### src/rtl/usart_rx_pkg.sv
// Shared constants and types for the USART register block with receive FIFO.
`default_nettype none

package usart_rx_pkg;

	// Receive FIFO geometry
	localparam int FIFO_DEPTH = 16;
	localparam int PTR_W      = $clog2(FIFO_DEPTH);
	localparam int FILL_W     = $clog2(FIFO_DEPTH + 1);

	// Transaction kinds
	localparam logic [1:0] KIND_READ  = 2'd0;
	localparam logic [1:0] KIND_WRITE = 2'd1;
	localparam logic [1:0] KIND_RX    = 2'd2;

	// Access sizes in bytes
	localparam logic [2:0] SIZE_BYTE = 3'd1;
	localparam logic [2:0] SIZE_HALF = 3'd2;
	localparam logic [2:0] SIZE_WORD = 3'd4;

	// Register offsets
	localparam logic [7:0] OFF_SR   = 8'h00;
	localparam logic [7:0] OFF_DR   = 8'h04;
	localparam logic [7:0] OFF_BRR  = 8'h08;
	localparam logic [7:0] OFF_CR1  = 8'h0C;
	localparam logic [7:0] OFF_CR2  = 8'h10;
	localparam logic [7:0] OFF_CR3  = 8'h14;
	localparam logic [7:0] OFF_GTPR = 8'h18;
	localparam logic [7:0] OFF_LAST = OFF_GTPR;

	// Status and control bit positions
	localparam int SR_RXNE = 5;
	localparam int SR_TC   = 6;
	localparam int SR_TXE  = 7;
	localparam int CR1_RE  = 2;
	localparam int CR1_TE  = 3;
	localparam int CR1_UE  = 13;

	localparam logic [7:0] SR_RESET = 8'hC0;
	localparam logic [8:0] DR_MASK  = 9'h1FF;

	// Sequencer states
	typedef enum logic {
		ST_IDLE,
		ST_EXEC
	} seq_state_t;

endpackage : usart_rx_pkg

`default_nettype wire

### src/rtl/usart_register_block_rx_fifo.sv
// USART register block: bus register file plus receive FIFO held in a synchronous RAM.
// Usage:
//  Input channel (in_valid/in_stall) carries one transaction: a bus read, a bus
//  write or a byte received from the serial line. Output channel
//  (out_valid/out_stall) returns exactly one result per input transaction, in
//  order: error, read_data, tx_valid/tx_byte for a transmitting data write, and
//  rx_accepted for a line byte that entered the FIFO.
//  Timing: the FIFO head is read from the RAM at the accept edge; the
//  register/FIFO update and the result register load happen at the next edge.
//  Input holds off while a transaction executes: the RAM read of the FIFO
//  head precedes each read-modify-write of the FIFO pointers.
//  Reset (arst_n low): status = TXE|TC, all other registers zero, FIFO empty,
//  output empty. The FIFO RAM is not cleared; only written entries are read.
//  Receiver stall: the finished result waits in the output register; one
//  further transaction is accepted only once that result is taken, so
//  in_stall rises while out_stall holds a result back.
`default_nettype none

module usart_register_block_rx_fifo
	import usart_rx_pkg::*;
(
	input  wire logic        clk,
	input  wire logic        arst_n,
	// input channel
	input  wire logic        in_valid,
	output logic             in_stall,
	input  wire logic [1:0]  kind,
	input  wire logic [7:0]  reg_offset,
	input  wire logic [2:0]  access_size,
	input  wire logic [31:0] write_data,
	input  wire logic [7:0]  line_byte,
	input  wire logic        clock_on,
	// output channel
	output logic             out_valid,
	input  wire logic        out_stall,
	output logic             error,
	output logic [31:0]      read_data,
	output logic             tx_valid,
	output logic [7:0]       tx_byte,
	output logic             rx_accepted
);

	// Sequencer
	seq_state_t state_q, state_d;
	logic       in_accept;
	logic       exec_en;

	// Captured transaction
	logic [1:0]  kind_s1;
	logic [7:0]  reg_offset_s1;
	logic [2:0]  access_size_s1;
	logic [31:0] write_data_s1;
	logic [7:0]  line_byte_s1;
	logic        clock_on_s1;

	// Register file
	logic [7:0]  status_q, status_d;
	logic [8:0]  data_q, data_d;
	logic [15:0] baud_q, baud_d;
	logic [31:0] cr1_q, cr1_d;
	logic [31:0] cr2_q, cr2_d;
	logic [31:0] cr3_q, cr3_d;
	logic [31:0] gtpr_q, gtpr_d;

	// FIFO pointers and RAM
	logic [PTR_W-1:0]  head_q, head_d;
	logic [FILL_W-1:0] fill_q, fill_d;
	logic [FILL_W:0]   tail_sum;
	logic [PTR_W-1:0]  tail_idx;
	logic [7:0]        rx_mem [FIFO_DEPTH];
	logic [7:0]        rd_data_q;
	logic              mem_we;

	// Result
	logic        out_valid_q;
	logic        error_q, error_d;
	logic [31:0] read_data_q, read_data_d;
	logic        tx_valid_q, tx_valid_d;
	logic [7:0]  tx_byte_q, tx_byte_d;
	logic        rx_acc_q, rx_acc_d;

	logic        size_ok;
	logic        off_ok;
	logic [31:0] rdata;

	assign in_accept = in_valid && !in_stall;

	// Next state
	always_comb begin
		state_d = state_q;
		case (state_q)
			ST_IDLE: begin
				if (in_accept) state_d = ST_EXEC;
			end
			ST_EXEC: state_d = ST_IDLE;
			default: state_d = ST_IDLE;
		endcase
	end

	// Sequencer outputs: hold off while executing or while a result is stuck
	always_comb begin
		exec_en  = 1'b0;
		in_stall = 1'b0;
		case (state_q)
			ST_IDLE: in_stall = out_valid_q && out_stall;
			ST_EXEC: begin
				exec_en  = 1'b1;
				in_stall = 1'b1;
			end
			default: in_stall = 1'b1;
		endcase
	end

	always_ff @(posedge clk or negedge arst_n) begin
		if (!arst_n) begin
			state_q <= ST_IDLE;
		end else begin
			state_q <= state_d;
		end
	end

	// Capture the transaction
	always_ff @(posedge clk) begin
		if (in_accept) begin
			kind_s1        <= kind;
			reg_offset_s1  <= reg_offset;
			access_size_s1 <= access_size;
			write_data_s1  <= write_data;
			line_byte_s1   <= line_byte;
			clock_on_s1    <= clock_on;
		end
	end

	// FIFO RAM: head read at accept, tail write at execute
	always_ff @(posedge clk) begin
		if (mem_we) rx_mem[tail_idx] <= line_byte_s1;
		if (in_accept) rd_data_q <= rx_mem[head_q];
	end

	// Tail = (head + fill) mod depth; both below depth when a write happens
	assign tail_sum = (FILL_W+1)'(head_q) + (FILL_W+1)'(fill_q);
	assign tail_idx = (tail_sum >= (FILL_W+1)'(FIFO_DEPTH))
		? PTR_W'(tail_sum - (FILL_W+1)'(FIFO_DEPTH)) : PTR_W'(tail_sum);

	assign size_ok = access_size_s1 inside {SIZE_BYTE, SIZE_HALF, SIZE_WORD};
	assign off_ok  = (reg_offset_s1 <= OFF_LAST) && (reg_offset_s1[1:0] == 2'b00);

	// Execute: register/FIFO read-modify-write and result
	always_comb begin
		status_d    = status_q;
		data_d      = data_q;
		baud_d      = baud_q;
		cr1_d       = cr1_q;
		cr2_d       = cr2_q;
		cr3_d       = cr3_q;
		gtpr_d      = gtpr_q;
		head_d      = head_q;
		fill_d      = fill_q;
		mem_we      = 1'b0;
		rdata       = '0;
		error_d     = 1'b0;
		read_data_d = '0;
		tx_valid_d  = 1'b0;
		tx_byte_d   = '0;
		rx_acc_d    = 1'b0;
		if (exec_en) begin
			if (kind_s1 == KIND_READ || kind_s1 == KIND_WRITE) begin
				if (!size_ok) begin
					error_d = 1'b1;
				end else if (!clock_on_s1) begin
					// gated clock: read gives zero, write dropped
					error_d = 1'b0;
				end else if (!off_ok) begin
					error_d = 1'b1;
				end else if (kind_s1 == KIND_READ) begin
					case (reg_offset_s1)
						OFF_SR: rdata = {24'd0, status_q};
						OFF_DR: begin
							if (fill_q != '0) begin
								// pop the head byte
								rdata  = {24'd0, rd_data_q};
								head_d = (head_q == PTR_W'(FIFO_DEPTH - 1))
									? '0 : head_q + PTR_W'(1);
								fill_d = fill_q - FILL_W'(1);
								if (fill_q == FILL_W'(1)) status_d[SR_RXNE] = 1'b0;
							end else begin
								rdata = {23'd0, data_q};
							end
						end
						OFF_BRR: rdata = {16'd0, baud_q};
						OFF_CR1: rdata = cr1_q;
						OFF_CR2: rdata = cr2_q;
						OFF_CR3: rdata = cr3_q;
						default: rdata = gtpr_q;
					endcase
					case (access_size_s1)
						SIZE_BYTE: read_data_d = rdata & 32'h0000_00FF;
						SIZE_HALF: read_data_d = rdata & 32'h0000_FFFF;
						default:   read_data_d = rdata;
					endcase
				end else begin
					case (reg_offset_s1)
						OFF_SR: begin
							// clear-by-zero, TXE forced back on
							status_d         = status_q & write_data_s1[7:0];
							status_d[SR_TXE] = 1'b1;
						end
						OFF_DR: begin
							data_d = write_data_s1[8:0] & DR_MASK;
							if (cr1_q[CR1_UE] && cr1_q[CR1_TE]) begin
								tx_valid_d       = 1'b1;
								tx_byte_d        = write_data_s1[7:0];
								status_d[SR_TXE] = 1'b1;
								status_d[SR_TC]  = 1'b1;
							end
						end
						OFF_BRR: baud_d = write_data_s1[15:0];
						OFF_CR1: cr1_d = write_data_s1;
						OFF_CR2: cr2_d = write_data_s1;
						OFF_CR3: cr3_d = write_data_s1;
						default: gtpr_d = write_data_s1;
					endcase
				end
			end else if (kind_s1 == KIND_RX) begin
				// receiver enabled: push if room; FIFO is then non-empty
				if (cr1_q[CR1_UE] && cr1_q[CR1_RE]) begin
					if (fill_q < FILL_W'(FIFO_DEPTH)) begin
						mem_we   = 1'b1;
						fill_d   = fill_q + FILL_W'(1);
						rx_acc_d = 1'b1;
					end
					status_d[SR_RXNE] = 1'b1;
				end
			end
		end
	end

	// Register file and pointer state
	always_ff @(posedge clk or negedge arst_n) begin
		if (!arst_n) begin
			status_q <= SR_RESET;
			data_q   <= '0;
			baud_q   <= '0;
			cr1_q    <= '0;
			cr2_q    <= '0;
			cr3_q    <= '0;
			gtpr_q   <= '0;
			head_q   <= '0;
			fill_q   <= '0;
		end else begin
			status_q <= status_d;
			data_q   <= data_d;
			baud_q   <= baud_d;
			cr1_q    <= cr1_d;
			cr2_q    <= cr2_d;
			cr3_q    <= cr3_d;
			gtpr_q   <= gtpr_d;
			head_q   <= head_d;
			fill_q   <= fill_d;
		end
	end

	// Output register
	always_ff @(posedge clk or negedge arst_n) begin
		if (!arst_n) begin
			out_valid_q <= 1'b0;
		end else if (exec_en) begin
			out_valid_q <= 1'b1;
		end else if (out_valid_q && !out_stall) begin
			out_valid_q <= 1'b0;
		end
	end

	always_ff @(posedge clk) begin
		if (exec_en) begin
			error_q     <= error_d;
			read_data_q <= read_data_d;
			tx_valid_q  <= tx_valid_d;
			tx_byte_q   <= tx_byte_d;
			rx_acc_q    <= rx_acc_d;
		end
	end

	assign out_valid   = out_valid_q;
	assign error       = error_q;
	assign read_data   = read_data_q;
	assign tx_valid    = tx_valid_q;
	assign tx_byte     = tx_byte_q;
	assign rx_accepted = rx_acc_q;

`ifndef SYNTHESIS
	// FIFO occupancy never exceeds its depth
	a_fill_bound: assert property (@(posedge clk) disable iff (!arst_n)
		fill_q <= FILL_W'(FIFO_DEPTH))
		else $error("rx fifo fill above depth");

	// Occupancy moves by at most one per transaction
	a_fill_step: assert property (@(posedge clk) disable iff (!arst_n)
		$past(arst_n) |-> (fill_q == $past(fill_q) || fill_q == $past(fill_q) + FILL_W'(1)
			|| fill_q == $past(fill_q) - FILL_W'(1)))
		else $error("rx fifo fill jumped");

	// Every accepted transaction yields a result once it has executed
	a_result_latency: assert property (@(posedge clk) disable iff (!arst_n)
		(in_valid && !in_stall) |-> ##2 out_valid)
		else $error("result missing after accept");

	// A transmit result never also flags an error or a receive
	a_result_exclusive: assert property (@(posedge clk) disable iff (!arst_n)
		(out_valid && tx_valid) |-> (!error && !rx_accepted))
		else $error("conflicting result flags");
`endif

endmodule : usart_register_block_rx_fifo

`default_nettype wire

### config.mk
export PLATFORM = sky130hd
export DESIGN_NAME = usart_register_block_rx_fifo
export DESIGN_NICKNAME = d
export VERILOG_FILES = /design/src/rtl/usart_rx_pkg.sv /design/src/rtl/usart_register_block_rx_fifo.sv
export SDC_FILE = /design/constraint.sdc
export NUM_CORES = 1
export LEC_CHECK = 0
export BUFFER_PORTS_ARGS = -buffer_cell sky130_fd_sc_hd__buf_2
export CORE_MARGIN = 3
export CORE_UTILIZATION = 37
export CTS_CLUSTER_DIAMETER = 100
export DETAILED_ROUTE_END_ITERATION = 6
export SYNTH_ARGS = -nofsm -noshare
export SYNTH_HDL_FRONTEND = slang
export SYNTH_SLANG_ARGS = --single-unit
### constraint.sdc
create_clock -name clk -period 13.5 [get_ports clk]
set_input_delay 0.675 -clock clk [delete_from_list [all_inputs] [get_ports clk]]
set_output_delay 0.675 -clock clk [all_outputs]
set_load 0.01 [all_outputs]
## Yosys cells after proc, flatten, opt, wreduce, memory -nomap -nowiden

Memories as Yosys holds them, arrays and structs flattened. A register that Yosys moved wholly into a read port is not among the register bits.
Index checks and enable logic that the tools add are counted.

| word-level totals | value |
|---|---|
| register bits | 269 |
| RAM bits | 128 |
| input bits | 58 |
| output and inout port bits | 45 |
| word-level logic and storage cells | 146 |
| memories kept | 1 |

| operators by class | value |
|---|---|
| $add $sub $neg | 5 |
| magnitude comparators | 3 |
| equality and inequality tests | 23 |
| mux-type cells | 46 |
| bitwise logic cells | 10 |
| reductions and logical operators | 34 |

Memory list:

| memory | depth | width | rd ports | clocked after memory_dff | write ports | line | source |
|---|---|---|---|---|---|---|---|
| rx_mem | 16 | 8 | 1 | 1 | 1 | usart_register_block_rx_fifo.sv:70 | `logic [7:0] rx_mem [FIFO_DEPTH];` |

Operators with widths:

| kind | count |
|---|---|
| $pmux W32 S6 | 1 |
| $pmux W32 S2 | 1 |
| $mux W5 | 11 |
| $reduce_and A7 Y1 | 7 |
| $mux W6 | 4 |
| $mux W1 | 22 |
| $reduce_and A10 Y1 | 2 |
| $eq A8 B4 Y1 const B | 2 |
| $eq A8 B5 Y1 const B | 2 |
| $reduce_and A8 Y1 | 2 |
| $ne A3 B2 Y1 const B | 4 |
| $reduce_or A6 Y1 | 2 |
| $ne A2 B2 Y1 const B | 5 |
| $reduce_bool A2 Y1 | 5 |
| $mux W9 | 1 |
| $not A1 Y1 | 9 |
| $eq A8 B3 Y1 const B | 1 |
| $le A8 B5 Y1 const B | 1 |
| $logic_not A8 Y1 | 1 |
| $mux W4 | 2 |
| $and A7 B7 Y7 | 1 |
| $reduce_or A7 Y1 | 1 |
| $add A4 B5 Y6 | 1 |
| $ge A6 B5 Y1 const B | 1 |
| 23 further kinds | 32 |

## Depth between registers and ports, before layout

| logic depth | value |
|---|---|
| depth after elaboration | 9 |
| gate-level depth with buffers | 8 |
| mapped depth without buffers | 7 |

## Least setup slack after synthesis

OpenSTA, ideal clock, no wires.

| path | value |
|---|---|
| kind | reg2reg |
| start point | register state_q |
| end point | register access_size_s1[0], enable pin |
| setup time | 0.482 ns |
| arrival | 3.917 ns |
| required time | 13.018 ns |
| path slack | 9.101 ns |
| cell stages (with the launch flop) | 3 |
| buffers on the path | 0 |
| period minus slack after synthesis | 4.399 ns |
| cell sequence | dfrtp_1 a21o_1 nor2_1 |

| between the ends | value |
|---|---|
| word-level cells in the longest chain between the ends | 4 |

Ends and longest elaborated chain:

| element | line | source |
|---|---|---|
| start, declared | usart_register_block_rx_fifo.sv:44 | `seq_state_t state_q, state_d;` |
| start signal, assigned | usart_register_block_rx_fifo.sv:118 | `state_q <= state_d;` |
| $not A1 Y1 | usart_register_block_rx_fifo.sv:104 | `case (state_q)` |
| $pmux W1 S2 (*) | usart_register_block_rx_fifo.sv:104 |  |
| via in_stall | usart_register_block_rx_fifo.sv:26 | `output logic in_stall,` |
| $logic_not A1 Y1 (*) | usart_register_block_rx_fifo.sv:86 | `assign in_accept = in_valid && !in_stall;` |
| $logic_and A1 B1 Y1 (*) | usart_register_block_rx_fifo.sv:86 |  |
| via in_accept | usart_register_block_rx_fifo.sv:45 | `logic in_accept;` |
| end signal, assigned | usart_register_block_rx_fifo.sv:127 | `access_size_s1 <= access_size;` |
| end, declared | usart_register_block_rx_fifo.sv:51 | `logic [2:0] access_size_s1;` |

Mark *: on every way through the listed nets, which the timed path passes. The rest lies on a longest branch.
A chain may end at the register's enable or synchronous reset.

## Worst setup path after layout

| path | value |
|---|---|
| start point | register reg_offset_s1[2] |
| end point | register cr1_q[31] |

| between the ends | value |
|---|---|
| word-level cells in the longest chain between the ends | 3 |
| elaborated cells between the ends (all ways) | 4 |
| those cells by class | 1 x order compare; 1 x eq/ne; 2 x reduce/logical |

Ends and longest elaborated chain:

| element | line | source |
|---|---|---|
| start, declared | usart_register_block_rx_fifo.sv:50 | `logic [7:0] reg_offset_s1;` |
| start signal, assigned | usart_register_block_rx_fifo.sv:126 | `reg_offset_s1 <= reg_offset;` |
| $le A8 B5 Y1 | usart_register_block_rx_fifo.sv:146 | `assign off_ok = (reg_offset_s1 <= OFF_LAST) && (reg_offset_s1[1:0] == 2'b00);` |
| $logic_and A1 B1 Y1 | usart_register_block_rx_fifo.sv:146 |  |
| $reduce_and A7 Y1 (no line) (*) | - |  |
| end signal, assigned | usart_register_block_rx_fifo.sv:254 | `cr1_q <= cr1_d;` |
| end, declared | usart_register_block_rx_fifo.sv:60 | `logic [31:0] cr1_q, cr1_d;` |

Mark *: on every way between the ends. The rest lies on a longest branch, timed or not.

==> results_dict.tcl <==
set metrics [dict create \
    dieArea_um2 47290 \
    num_antenna_cells 0 \
    drtIter0Drc 683 \
    wl_um 38270 \
    cts_resized 0 \
    syn_avg_cell_area_um2 15.48 \
    grt_pass1_wl_um 58840 \
    die_h_um 217.5 \
    arrival_ns 3.84 \
    worst_pin_slew_ns 1.248 \
    final_nets 1242 \
    timing.fmax_ghz 0.2946 \
    cts_buffer_depth 3 \
    critPathSlowestCell "nor2_2" \
    ys_async_sr_fraction 0.4233 \
    p_leak_nw 7.589 \
    cts-root-buf "clkbuf_16" \
    io_buffer_count 102 \
    syn_inst 1069 \
    hpwl_um 23460 \
    firstDrtPassIters 5 \
    p_per_area_nw_per_um2 134.5 \
    grtUsageTotal 0.1618 \
    end_kind "register" \
    relSlewSlack 0.1661 \
    route.detailed.drc 0 \
    synth_top_family_by_area "multiplexers" \
    wl_per_cell_um 21.34 \
    layout_common_cells "233 x edfxtp_1, 168 x dfrtp_1, 128 x mux2_2" \
    start_util 0.3791 \
    synthMuxAreaShare 0.1611 \
    syn2layout_area_growth_pct 14.81 \
    vias_per_cell 5.273 \
    synth.distinct_cells 61 \
    drv_slew 0 \
    setup_viol 0 \
    synth_seq_area_share 0.6816 \
    cp_max_fo 35 \
    num_io_pins 103 \
    via_count 9454 \
    rows 76 \
    hold_viol_final 0 \
    syn-num-nets 1136 \
    crit_chain "buf_4 > inv_2 > nor2_2 > and4b_1 > buf_4 > mux2_2" \
    path_clk_slew_ns 0.06 \
    die_w_um 217.5 \
    hold_path.class "primary input to asynchronous set/reset pin" \
    post_cts_buffers 0 \
    path_buf_inv 3 \
    status "complete, no violations" \
    grt_max_degree 63 \
    cp.required_ns 13.94 \
    synth_area_um2 16550 \
    synth-compound-area-share 0.07585 \
    synthFlopType "edfxtp_1" \
    synth_fa_ha_area_frac 0.007260 \
    ff2ff_setup_slack_ns 10.11 \
    clock_sinks 404 \
    rsz0062_at_grt "false" \
    start_kind "register" \
    clock_tree.htree_level_count 2 \
    vdd_ir_drop_max_mv 0.09008 \
    ant_nets 0 \
    ys_ff_latch 404 \
    synth_edf_count 233 \
    max_cap_viol_count 0 \
    fin_setup_tns_ns 0 \
    core_area_um2 43650 \
    cts_hold_buf 0 \
    first_global_vias 9656 \
    synth_xor_area_frac 0.006881 \
    slowest_delay_ns 0.85 \
    layout-drive-gt1-share 0.2839 \
    synth-simple-area-share 0.04991 \
    antenna_found_initial 1 \
    worstSetupPathType "register to register" \
    skew_ns 0.02544 \
    timing.hold.ws_ns 0.06522 \
    cp_common_cell "buf_4" \
    clk_latency_ns 0.58 \
    globalplace.congestion 0.7791 \
    crit_family "simple AND/OR/NAND/NOR gates" \
    fin_crit_sh 0.2514 \
    cts_tree "done" \
    numCtsBuffers 43 \
    min_period_ns 3.394 \
    mostFrequentLayoutCell "edfxtp_1" \
    synth_warnings 0 \
    grt_remaining_overflow 0 \
]
[kinds of logic (layout without fill, tap and decap cells)]
logic type	count (synthesis)	after routing
AND/OR/NAND/NOR	161	161
AO/OA/AOI/OAI	190	190
flip-flops	404	404
buffers and inverters	67	206
adder cells (fa/ha/maj)	9	9
multiplexers	225	225
XOR/XNOR	13	13
[stage by stage]
step,std cells,cell area [um2],setup WS [ns],total power [mW],util
2_1_floorplan,1069,16550,9.101,1.430,-
3_5_place_dp,1715,17700,10.14,1.494,0.4056
6_report,1793,19000,10.11,2.555,0.4352
4_1_cts,1793,19000,10.14,2.591,0.4352
5_1_grt,1793,19000,9.931,2.650,0.4352
3_3_place_gp,1715,17700,10.21,1.492,0.4056
[worst register-to-register path: stages (launching register included)]
cell      delay [ns]
edfxtp_1        0.32
buf_4           0.40
inv_2           0.31
nor2_2          0.86
and4b_1         0.54
buf_4           0.43
mux2_2          0.42
[area by class of cell]
| cell class | instances | area, um2 |
|---|---|---|
| inverter | 8 | 30.03 |
| clock buffer | 63 | 1151 |
| fill | 3947 | 24650 |
| timing repair buffer | 120 | 651.9 |
| clock inverter | 15 | 141.4 |
| tap | 585 | 732.0 |
| sequential | 404 | 11280 |
| multi-input combinational | 598 | 5011 |
[state kept, by name, summed over array words and instances (netlist names), 16 cells and up]
signal	cells
write_data_s1	32
rx_mem	128
gtpr_q	32
cr3_q	32
baud_q	16
cr1_q	32
cr2_q	32
read_data	32
[cells in the mapped netlist, types with 23 or more instances]
master    count  area share
nor2_1       39      0.0088
a21oi_1      54       0.016
mux2i_1      38       0.023
clkbuf_1     31      0.0070
edfxtp_1    233        0.42
nand2_1      55       0.012
mux2_2      128       0.087
mux2_1       43       0.029
a22o_1       23       0.012
o21ai_0      37       0.011
dfrtp_1     170        0.26
a22oi_1      28       0.013
[report_power, final]
part	switching, mW	internal, mW
registers	0.0297	1.34
clock network	0.487	0.601
logic	0.0671	0.0303
[routing by layer]
layer,vias to the layer above,global-route usage,wire length (um)
li1,4296,-,-
met1,4856,0.2308,17610
met2,254,0.2562,17900
met3,48,0.03037,2102
met4,0,0.04284,659
met5,-,0,0
[worst paths after layout]
check | startpoint | to | depth (start not counted)
setup / recovery | reg_offset_s1[2] | cr1_q[31] | 6
hold / removal | arst_n | gtpr_q[26] | 1
setup reg to reg | reg_offset_s1[2] | cr1_q[31] | 6
hold reg to reg | gtpr_q[4] | gtpr_q[4] | 1
max in group asynchronous | arst_n | state_q | 2
min in group clk | line_byte[0] | line_byte_s1[0] | 1
No activity file was read; power rests on OpenSTA's default activity.
